==> config.mk <==
export PLATFORM = sky130hd
export DESIGN_NAME = cartridge_bank_mapper_core
export DESIGN_NICKNAME = d
export VERILOG_FILES = /design/src/hdl/cbm_pkg.sv /design/src/hdl/cbm_regs.sv /design/src/hdl/cbm_decode.sv /design/src/hdl/cartridge_bank_mapper_core.sv
export SDC_FILE = /design/constraint.sdc
export NUM_CORES = 1
export LEC_CHECK = 0
export BUFFER_PORTS_ARGS = -buffer_cell sky130_fd_sc_hd__buf_2
export CORE_UTILIZATION = 58
export DETAILED_ROUTE_END_ITERATION = 16
export GPL_TIMING_DRIVEN = 0
export PLACE_DENSITY = 0.81
export SYNTH_ARGS = -nofsm -noshare
export SYNTH_HDL_FRONTEND = slang
export SYNTH_SLANG_ARGS = --single-unit
==> constraint.sdc <==
create_clock -name aclk -period 2.7 [get_ports aclk]
set_input_delay 0.27 -clock aclk [delete_from_list [all_inputs] [get_ports aclk]]
set_output_delay 0.27 -clock aclk [all_outputs]
set_load 0.005 [all_outputs]
==> src/hdl/cbm_pkg.sv <==
`timescale 1ns / 1ps
// Shared types and codes for the cartridge bank mapper.
// Used by cbm_regs, cbm_decode, the top level and the checker; no dependencies.
package cbm_pkg;

    // Access kinds on the input channel
    localparam logic [1:0] REQ_PRG_READ  = 2'd0;
    localparam logic [1:0] REQ_PRG_WRITE = 2'd1;
    localparam logic [1:0] REQ_CHR_READ  = 2'd2;
    localparam logic [1:0] REQ_CHR_WRITE = 2'd3;

    // Target memory codes on the result channel
    localparam logic [2:0] TGT_NONE      = 3'd0;
    localparam logic [2:0] TGT_PRG_ROM   = 3'd1;
    localparam logic [2:0] TGT_PRG_RAM   = 3'd2;
    localparam logic [2:0] TGT_CHR_ROM   = 3'd3;
    localparam logic [2:0] TGT_CHR_RAM   = 3'd4;
    localparam logic [2:0] TGT_NAMETABLE = 3'd5;
    localparam logic [2:0] TGT_REGISTER  = 3'd6;

    // Configuration register indexes
    localparam logic [2:0] CFG_A0_POS    = 3'd0;
    localparam logic [2:0] CFG_A1_POS    = 3'd1;
    localparam logic [2:0] CFG_PRG_BANKS = 3'd2;
    localparam logic [2:0] CFG_PRG_RAM   = 3'd3;
    localparam logic [2:0] CFG_CHR_ROM   = 3'd4;
    localparam logic [2:0] CFG_CHR_RAM   = 3'd5;

    // Mirror modes
    localparam logic [1:0] MIR_VERTICAL   = 2'd0;
    localparam logic [1:0] MIR_HORIZONTAL = 2'd1;
    localparam logic [1:0] MIR_SINGLE_LO  = 2'd2;
    localparam logic [1:0] MIR_SINGLE_HI  = 2'd3;

    localparam int MAP_W = 18;

    typedef struct packed {
        logic [2:0] a0_pos;
        logic [2:0] a1_pos;
        logic [5:0] prg_banks;
        logic       prg_ram;
        logic       chr_rom;
        logic       chr_ram;
    } cfg_t;

    typedef struct packed {
        logic [1:0][4:0] prg_bank;
        logic [7:0][7:0] chr_bank;
        logic [1:0]      mirror;
        logic            latch;
    } bank_state_t;

    // State changes requested by one access
    typedef struct packed {
        logic       prg0_we;
        logic       prg1_we;
        logic       mirror_we;
        logic       chr_we;
        logic [2:0] chr_idx;
        logic       chr_hi;
        logic       latch_we;
        logic [7:0] data;
    } bank_upd_t;

    typedef struct packed {
        logic [2:0]       target;
        logic [MAP_W-1:0] mapped_address;
        logic [7:0]       read_data;
    } result_t;

endpackage

==> src/hdl/cbm_regs.sv <==
`timescale 1ns / 1ps
// Configuration registers and bank-switching state of the mapper.
// Depends on cbm_pkg.
module cbm_regs (
    input  logic                aclk,
    input  logic                aresetn,
    input  logic                cfg_valid,
    input  logic [2:0]          cfg_index,
    input  logic [7:0]          cfg_data,
    input  logic                commit,
    input  cbm_pkg::bank_upd_t  upd,
    output cbm_pkg::cfg_t        cfg,
    output cbm_pkg::bank_state_t bank
);

    cbm_pkg::cfg_t        cfg_reg;
    cbm_pkg::bank_state_t bank_reg;

    always_ff @(posedge aclk) begin
        if (!aresetn) begin
            cfg_reg.a0_pos    <= 3'd0;
            cfg_reg.a1_pos    <= 3'd1;
            cfg_reg.prg_banks <= 6'd32;
            cfg_reg.prg_ram   <= 1'b0;
            cfg_reg.chr_rom   <= 1'b1;
            cfg_reg.chr_ram   <= 1'b0;
        end else if (cfg_valid) begin
            case (cfg_index)
                cbm_pkg::CFG_A0_POS:    cfg_reg.a0_pos    <= cfg_data[2:0];
                cbm_pkg::CFG_A1_POS:    cfg_reg.a1_pos    <= cfg_data[2:0];
                cbm_pkg::CFG_PRG_BANKS: cfg_reg.prg_banks <= cfg_data[5:0];
                cbm_pkg::CFG_PRG_RAM:   cfg_reg.prg_ram   <= cfg_data[0];
                cbm_pkg::CFG_CHR_ROM:   cfg_reg.chr_rom   <= cfg_data[0];
                cbm_pkg::CFG_CHR_RAM:   cfg_reg.chr_ram   <= cfg_data[0];
                default: ;
            endcase
        end
    end

    always_ff @(posedge aclk) begin
        if (!aresetn) begin
            bank_reg <= '0;
        end else if (commit) begin
            if (upd.prg0_we)   bank_reg.prg_bank[0] <= upd.data[4:0];
            if (upd.prg1_we)   bank_reg.prg_bank[1] <= upd.data[4:0];
            if (upd.mirror_we) bank_reg.mirror      <= upd.data[1:0];
            if (upd.latch_we)  bank_reg.latch       <= upd.data[0];
            if (upd.chr_we) begin
                if (upd.chr_hi) begin
                    bank_reg.chr_bank[upd.chr_idx][7:4] <= upd.data[3:0];
                end else begin
                    bank_reg.chr_bank[upd.chr_idx][3:0] <= upd.data[3:0];
                end
            end
        end
    end

    assign cfg  = cfg_reg;
    assign bank = bank_reg;

endmodule

==> src/hdl/cbm_decode.sv <==
`timescale 1ns / 1ps
// Address decode for one bus access: target, mapped address, read data and
// the register updates a write causes. Purely combinational; depends on cbm_pkg.
module cbm_decode #(
    parameter int PRG_RAM_ADDR_BITS = 13
) (
    input  logic [1:0]           req_type,
    input  logic [15:0]          address,
    input  logic [7:0]           bus_data,
    input  cbm_pkg::cfg_t        cfg,
    input  cbm_pkg::bank_state_t bank,
    output cbm_pkg::result_t     res,
    output cbm_pkg::bank_upd_t   upd
);

    logic       is_write;
    logic       sel0;
    logic       sel1;
    logic [3:0] group;
    logic [3:0] group_off;
    logic [4:0] prg_sel;
    logic [7:0] chr_sel;
    logic [10:0] nt_addr;

    assign is_write  = req_type[0];
    assign sel0      = address[cfg.a0_pos];
    assign sel1      = address[cfg.a1_pos];
    assign group     = address[15:12];
    assign group_off = group - 4'hB;
    assign chr_sel   = bank.chr_bank[address[12:10]];

    always_comb begin
        case (address[14:13])
            2'd0:    prg_sel = bank.prg_bank[0];
            2'd1:    prg_sel = bank.prg_bank[1];
            2'd2:    prg_sel = 5'(cfg.prg_banks - 6'd2);
            default: prg_sel = 5'(cfg.prg_banks - 6'd1);
        endcase
    end

    always_comb begin
        case (bank.mirror)
            cbm_pkg::MIR_VERTICAL:   nt_addr = {address[10], address[9:0]};
            cbm_pkg::MIR_HORIZONTAL: nt_addr = {address[11], address[9:0]};
            cbm_pkg::MIR_SINGLE_LO:  nt_addr = {1'b0, address[9:0]};
            default:                 nt_addr = {1'b1, address[9:0]};
        endcase
    end

    always_comb begin
        res = '0;
        upd = '0;
        upd.data    = bus_data;
        upd.chr_idx = {group_off[1:0], sel1};
        upd.chr_hi  = sel0;
        if (!req_type[1]) begin
            if (address < 16'h6000) begin
                if (!is_write) res.read_data = bus_data;
            end else if (!address[15]) begin
                if (cfg.prg_ram) begin
                    res.target         = cbm_pkg::TGT_PRG_RAM;
                    res.mapped_address = cbm_pkg::MAP_W'(address[PRG_RAM_ADDR_BITS-1:0]);
                end else if (group == 4'h6) begin
                    // one-bit latch in place of save RAM
                    res.target = cbm_pkg::TGT_REGISTER;
                    if (is_write) upd.latch_we = 1'b1;
                    else          res.read_data = {bus_data[7:1], bus_data[0] | bank.latch};
                end else if (!is_write) begin
                    res.read_data = bus_data;
                end
            end else if (is_write) begin
                res.target = cbm_pkg::TGT_REGISTER;
                case (group)
                    4'h8:    upd.prg0_we   = 1'b1;
                    4'h9:    upd.mirror_we = 1'b1;
                    4'hA:    upd.prg1_we   = 1'b1;
                    4'hB, 4'hC, 4'hD, 4'hE: upd.chr_we = 1'b1;
                    default: ;
                endcase
            end else begin
                res.target         = cbm_pkg::TGT_PRG_ROM;
                res.mapped_address = {prg_sel, address[12:0]};
            end
        end else begin
            if (address[13]) begin
                res.target         = cbm_pkg::TGT_NAMETABLE;
                res.mapped_address = cbm_pkg::MAP_W'(nt_addr);
            end else if (!is_write) begin
                if (cfg.chr_rom) begin
                    res.target         = cbm_pkg::TGT_CHR_ROM;
                    res.mapped_address = {chr_sel, address[9:0]};
                end else if (cfg.chr_ram) begin
                    res.target         = cbm_pkg::TGT_CHR_RAM;
                    res.mapped_address = {chr_sel, address[9:0]};
                end else begin
                    res.read_data = bus_data;
                end
            end else if (cfg.chr_ram) begin
                res.target         = cbm_pkg::TGT_CHR_RAM;
                res.mapped_address = {chr_sel, address[9:0]};
            end
        end
    end

endmodule

==> src/hdl/cartridge_bank_mapper_core.sv <==
`timescale 1ns / 1ps
// Cartridge bank-switching mapper core. Depends on cbm_pkg, cbm_regs, cbm_decode.
//
// Usage:
//   s_ channel: one CPU program-space or PPU pattern/nametable access per transaction.
//     s_tuser carries the access kind, s_tdata the address and bus data.
//   m_ channel: exactly one result per access, in order: the target memory in
//     m_tuser, mapped address and read data in m_tdata.
//   cfg_ channel: register index and data, always ready; write it only while
//     no access is in flight.
// Timing: an access is held in the input register, is decoded by a single
//   level of logic against the current bank registers and lands in the output
//   register; one access is taken every cycle while m_tready is high.
//   Bank and latch updates take effect at the same edge that registers the
//   result, so the next access already sees them.
// Reset (aresetn low, synchronous): both stages empty, bank state zero,
//   configuration back to its defaults.
// Stall: while m_tready is low the result holds and one more access can wait
//   in the input register; s_tready drops only when both stages are full.
module cartridge_bank_mapper_core #(
    parameter int PRG_RAM_ADDR_BITS = 13
) (
    input  logic        aclk,
    input  logic        aresetn,
    input  logic        s_tvalid,
    output logic        s_tready,
    input  logic [23:0] s_tdata,   // [15:0] address, [23:16] bus_data
    input  logic [1:0]  s_tuser,   // [1:0] req_type
    output logic        m_tvalid,
    input  logic        m_tready,
    output logic [31:0] m_tdata,   // [17:0] mapped_address, [25:18] read_data, zero above
    output logic [2:0]  m_tuser,   // [2:0] target
    input  logic        cfg_valid,
    output logic        cfg_ready,
    input  logic [2:0]  cfg_index,
    input  logic [7:0]  cfg_data
);

    logic                 in_valid_reg;
    logic [1:0]           in_req_reg;
    logic [15:0]          in_addr_reg;
    logic [7:0]           in_data_reg;
    logic                 out_valid_reg;
    cbm_pkg::result_t     out_res_reg;
    logic                 advance;
    logic                 commit;
    cbm_pkg::cfg_t        cfg;
    cbm_pkg::bank_state_t bank;
    cbm_pkg::result_t     res_next;
    cbm_pkg::bank_upd_t   upd;

    assign advance   = !out_valid_reg || m_tready;
    assign commit    = in_valid_reg && advance;
    assign s_tready  = !in_valid_reg || advance;
    assign cfg_ready = 1'b1;

    always_ff @(posedge aclk) begin
        if (!aresetn) begin
            in_valid_reg <= 1'b0;
        end else if (s_tready) begin
            in_valid_reg <= s_tvalid;
        end
    end

    always_ff @(posedge aclk) begin
        if (s_tvalid && s_tready) begin
            in_req_reg  <= s_tuser;
            in_addr_reg <= s_tdata[15:0];
            in_data_reg <= s_tdata[23:16];
        end
    end

    always_ff @(posedge aclk) begin
        if (!aresetn) begin
            out_valid_reg <= 1'b0;
        end else if (advance) begin
            out_valid_reg <= in_valid_reg;
        end
    end

    always_ff @(posedge aclk) begin
        if (commit) out_res_reg <= res_next;
    end

    cbm_regs u_regs (
        .aclk      (aclk),
        .aresetn   (aresetn),
        .cfg_valid (cfg_valid),
        .cfg_index (cfg_index),
        .cfg_data  (cfg_data),
        .commit    (commit),
        .upd       (upd),
        .cfg       (cfg),
        .bank      (bank)
    );

    cbm_decode #(
        .PRG_RAM_ADDR_BITS (PRG_RAM_ADDR_BITS)
    ) u_decode (
        .req_type (in_req_reg),
        .address  (in_addr_reg),
        .bus_data (in_data_reg),
        .cfg      (cfg),
        .bank     (bank),
        .res      (res_next),
        .upd      (upd)
    );

    assign m_tvalid = out_valid_reg;
    assign m_tuser  = out_res_reg.target;
    assign m_tdata  = {6'd0, out_res_reg.read_data, out_res_reg.mapped_address};

endmodule

==> impl_metrics.yaml <==
power_and_ir_drop:
  p_leak_uw: 0.00322
  seq_power_share: 0.480
  p_int_uw: 3880
  power_switching_uw: 1140
  power_frac_clock: 0.458
  powerDensity_nw_per_um2: 654
  p_sw_frac: 0.227
  pwr-share-comb: 0.062
  ir_drop_uv: 572
  fin_total_pwr_uw: 5020
final_layout:
  diodes: 0
  multiInputGateArea_sq_um: 2860
  drive_above_1_share: 0.215
  nFillCells: 785
  largest_reg_flops: 77
  final_cell_area_sq_um: 7680
  areaGrowthSynthToFinish_pct: 17.2
  nNetsFinal: 696
  fin_cells: 804
  seq_area_sq_um: 3510
logic_synthesis:
  yosys.area.top_type: "dfxtp_1"
  synth_cells: 558
  async_reset_ff_frac: 0
  syn_avg_cell_area_sq_um: 11.7
  ys_seq_area_frac: 0.536
  ys_warn_count: 0
  synth-main-ff-cell: "dfxtp_1"
  synth_edf_count: 55
  synth_top_area_share: 0.284
  ys_ff_latch: 148
  yosysUniqueCellTypes: 47
  synth_area_sq_um: 6550
  synth_area_leaders: "dfxtp_1, edfxtp_1, mux2i_1, mux4_2, nand2_1"
global_routing:
  grt_max_degree: 30
  grt.busiest_layer: "met2"
  gr-usage-met2: 0.460
  met3_usage: 0.0729
  grt_usage: 0.271
  antenna_found_initial: 0
  grt_overflow: 0
  use_met1: 0.324
  grt_pass1_vias: 4655
  grt_first_pass_wirelength_mm: 23.5
clock_tree:
  cts_tree: "yes"
  cts_made_buffers: 17
  post_cts_resized: 0
  insertion_delay_ns: 0.42
  cts_sinks: 148
  h-tree-depth: 4
  clk_path_buf_depth: 2
  postCtsHoldBufs: 0
  clk_root_buffer_cell: "clkbuf_16"
  clkSlewWorstSetupHoldPaths_ns: 0.06
  postCtsSetupRepairBufs: 0
place:
  dp_slack_ns: 0.361
  io_buffers: 68
  dp_cells: 771
  hpwlAfterDp_mm: 10.6
  gp_congestion: 0.875
  postPlaceCellArea_sq_um: 7090
setup_path:
  path_class: "reg -> reg"
  crit_arrival_ns: 2.53
  rrSetupSlack_ns: 0.31
  worst_setup_path_end_kind: "flop"
  cp_max_fo: 10
  required_ns: 2.84
  start_kind: "flop"
run:
  cap_violations: 0
sta:
  slew_headroom: 0.145
  hold_viol_final: 0
  skew_ns: 0.00802
  period_needed_ns: 2.39
  rsz0062_at_grt: "no"
  tightest_slew_ns: 1.28
  fin_crit_sh: 0.886
  final-setup-viol-count: 0
  slew_violations: 0
  fin_ws_ns: 0.307
  setup_tns_ns: 0
  clock.fmax_ghz: 0.418
hold_path:
  holdCritPathClass: "in -> reg"
drt:
  drt-vias-per-instance: 5.65
  vias: 4540
  routed_wirelength_mm: 14.5
  drt_first_pass_iters: 5
  first_iter_violations: 301
  postRouteAntennaNets: 0
  wl_per_cell_microns: 18.1
  drt_drc_violations_left: 0
die:
  dieWidth_microns: 108
  die_area_sq_um: 11700
  die_y_microns: 108
  start_util: 0.599
  pin_count: 80
  core_area_sq_um: 10900
  fp-row-count: 38
run_status:
  status: "complete, no violations"
## area by class of cell
class                      count  area share
buffer                        34      0.0235
sequential                   148       0.458
timing repair buffer          69      0.0456
tap                          140      0.0228
multi-input combinational    375       0.372
clock inverter                11      0.0126
inverter                       6     0.00293
clock buffer                  21      0.0629
## power groups by stage
| stage | Sequential [uW] | Combinational, uW | Clock (uW) |
|---|---|---|---|
| after CTS | 2410 | 311 | 2310 |
| after detailed placement | 2460 | 310 | 0 |
| after global routing | 2410 | 342 | 2410 |
| after global placement | 2450 | 298 | 0 |
| final | 2410 | 313 | 2300 |
| after floorplan | 2450 | 194 | 0 |
## metrics by stage
step | utilization | hold WS (ns)
final | 0.702 | 0.0199
after CTS | 0.701 | 0.00746
after global placement | 0.648 | 0.442
after detailed placement | 0.648 | 0.448
after global routing | 0.702 | 0.000657
after floorplan | - | 0.369
## worst max-delay path: stages (launching register included)
cell	delay [ns]
edfxtp_1	0.32
clkbuf_1	0.51
clkbuf_1	0.54
mux4_2	0.42
mux2i_1	0.19
o22ai_1	0.12
## cells in the final DEF, fill, tap and decap left out, types with 4 or more instances in the layout
master	instances
mux4_2	19
o21ai_0	12
clkbuf_16	18
inv_1	6
nor3_1	8
nand2_1	99
edfxtp_1	55
a21oi_1	12
buf_4	8
dfxtp_1	93
nor2b_1	31
buf_2	71
mux2i_1	103
nand2b_1	7
and2_1	19
clkbuf_1	18
nor2_1	17
xor2_1	4
conb_1	7
## Yosys cell counts (12+ instances only)
cell type / n
nor2_1: 17
o21ai_0: 12
and2_1: 20
edfxtp_1: 55
nor2b_1: 31
mux2i_1: 103
dfxtp_1: 93
nand2_1: 99
mux4_2: 19
a21oi_1: 12
clkbuf_1: 18
## logic make-up after synthesis
logic type / synth area share
fa+ha+maj: 0.00573
compound gates: 0.0302
simple gates: 0.154
xor+xnor: 0.00802
mux: 0.234
other cells: 0.00115
flops: 0.536
buf+inv: 0.0309
## final timing paths
check                        from              end  cells past startpoint
setup reg to reg  in_addr_reg[11]      m_tdata[14]                      5
hold reg to reg   u_regs.bank[45]  u_regs.bank[45]                      2
setup / recovery  in_addr_reg[11]      m_tdata[14]                      5
hold / removal        s_tdata[14]  in_addr_reg[14]                      1
## metal layers
layer / routed length (microns) / part of all wire
met2: 7370 / 0.51
met5: 0 / 0
met4: 314 / 0.022
met3: 664 / 0.046
met1: 6190 / 0.43
(Power assumes the default switching activity.)
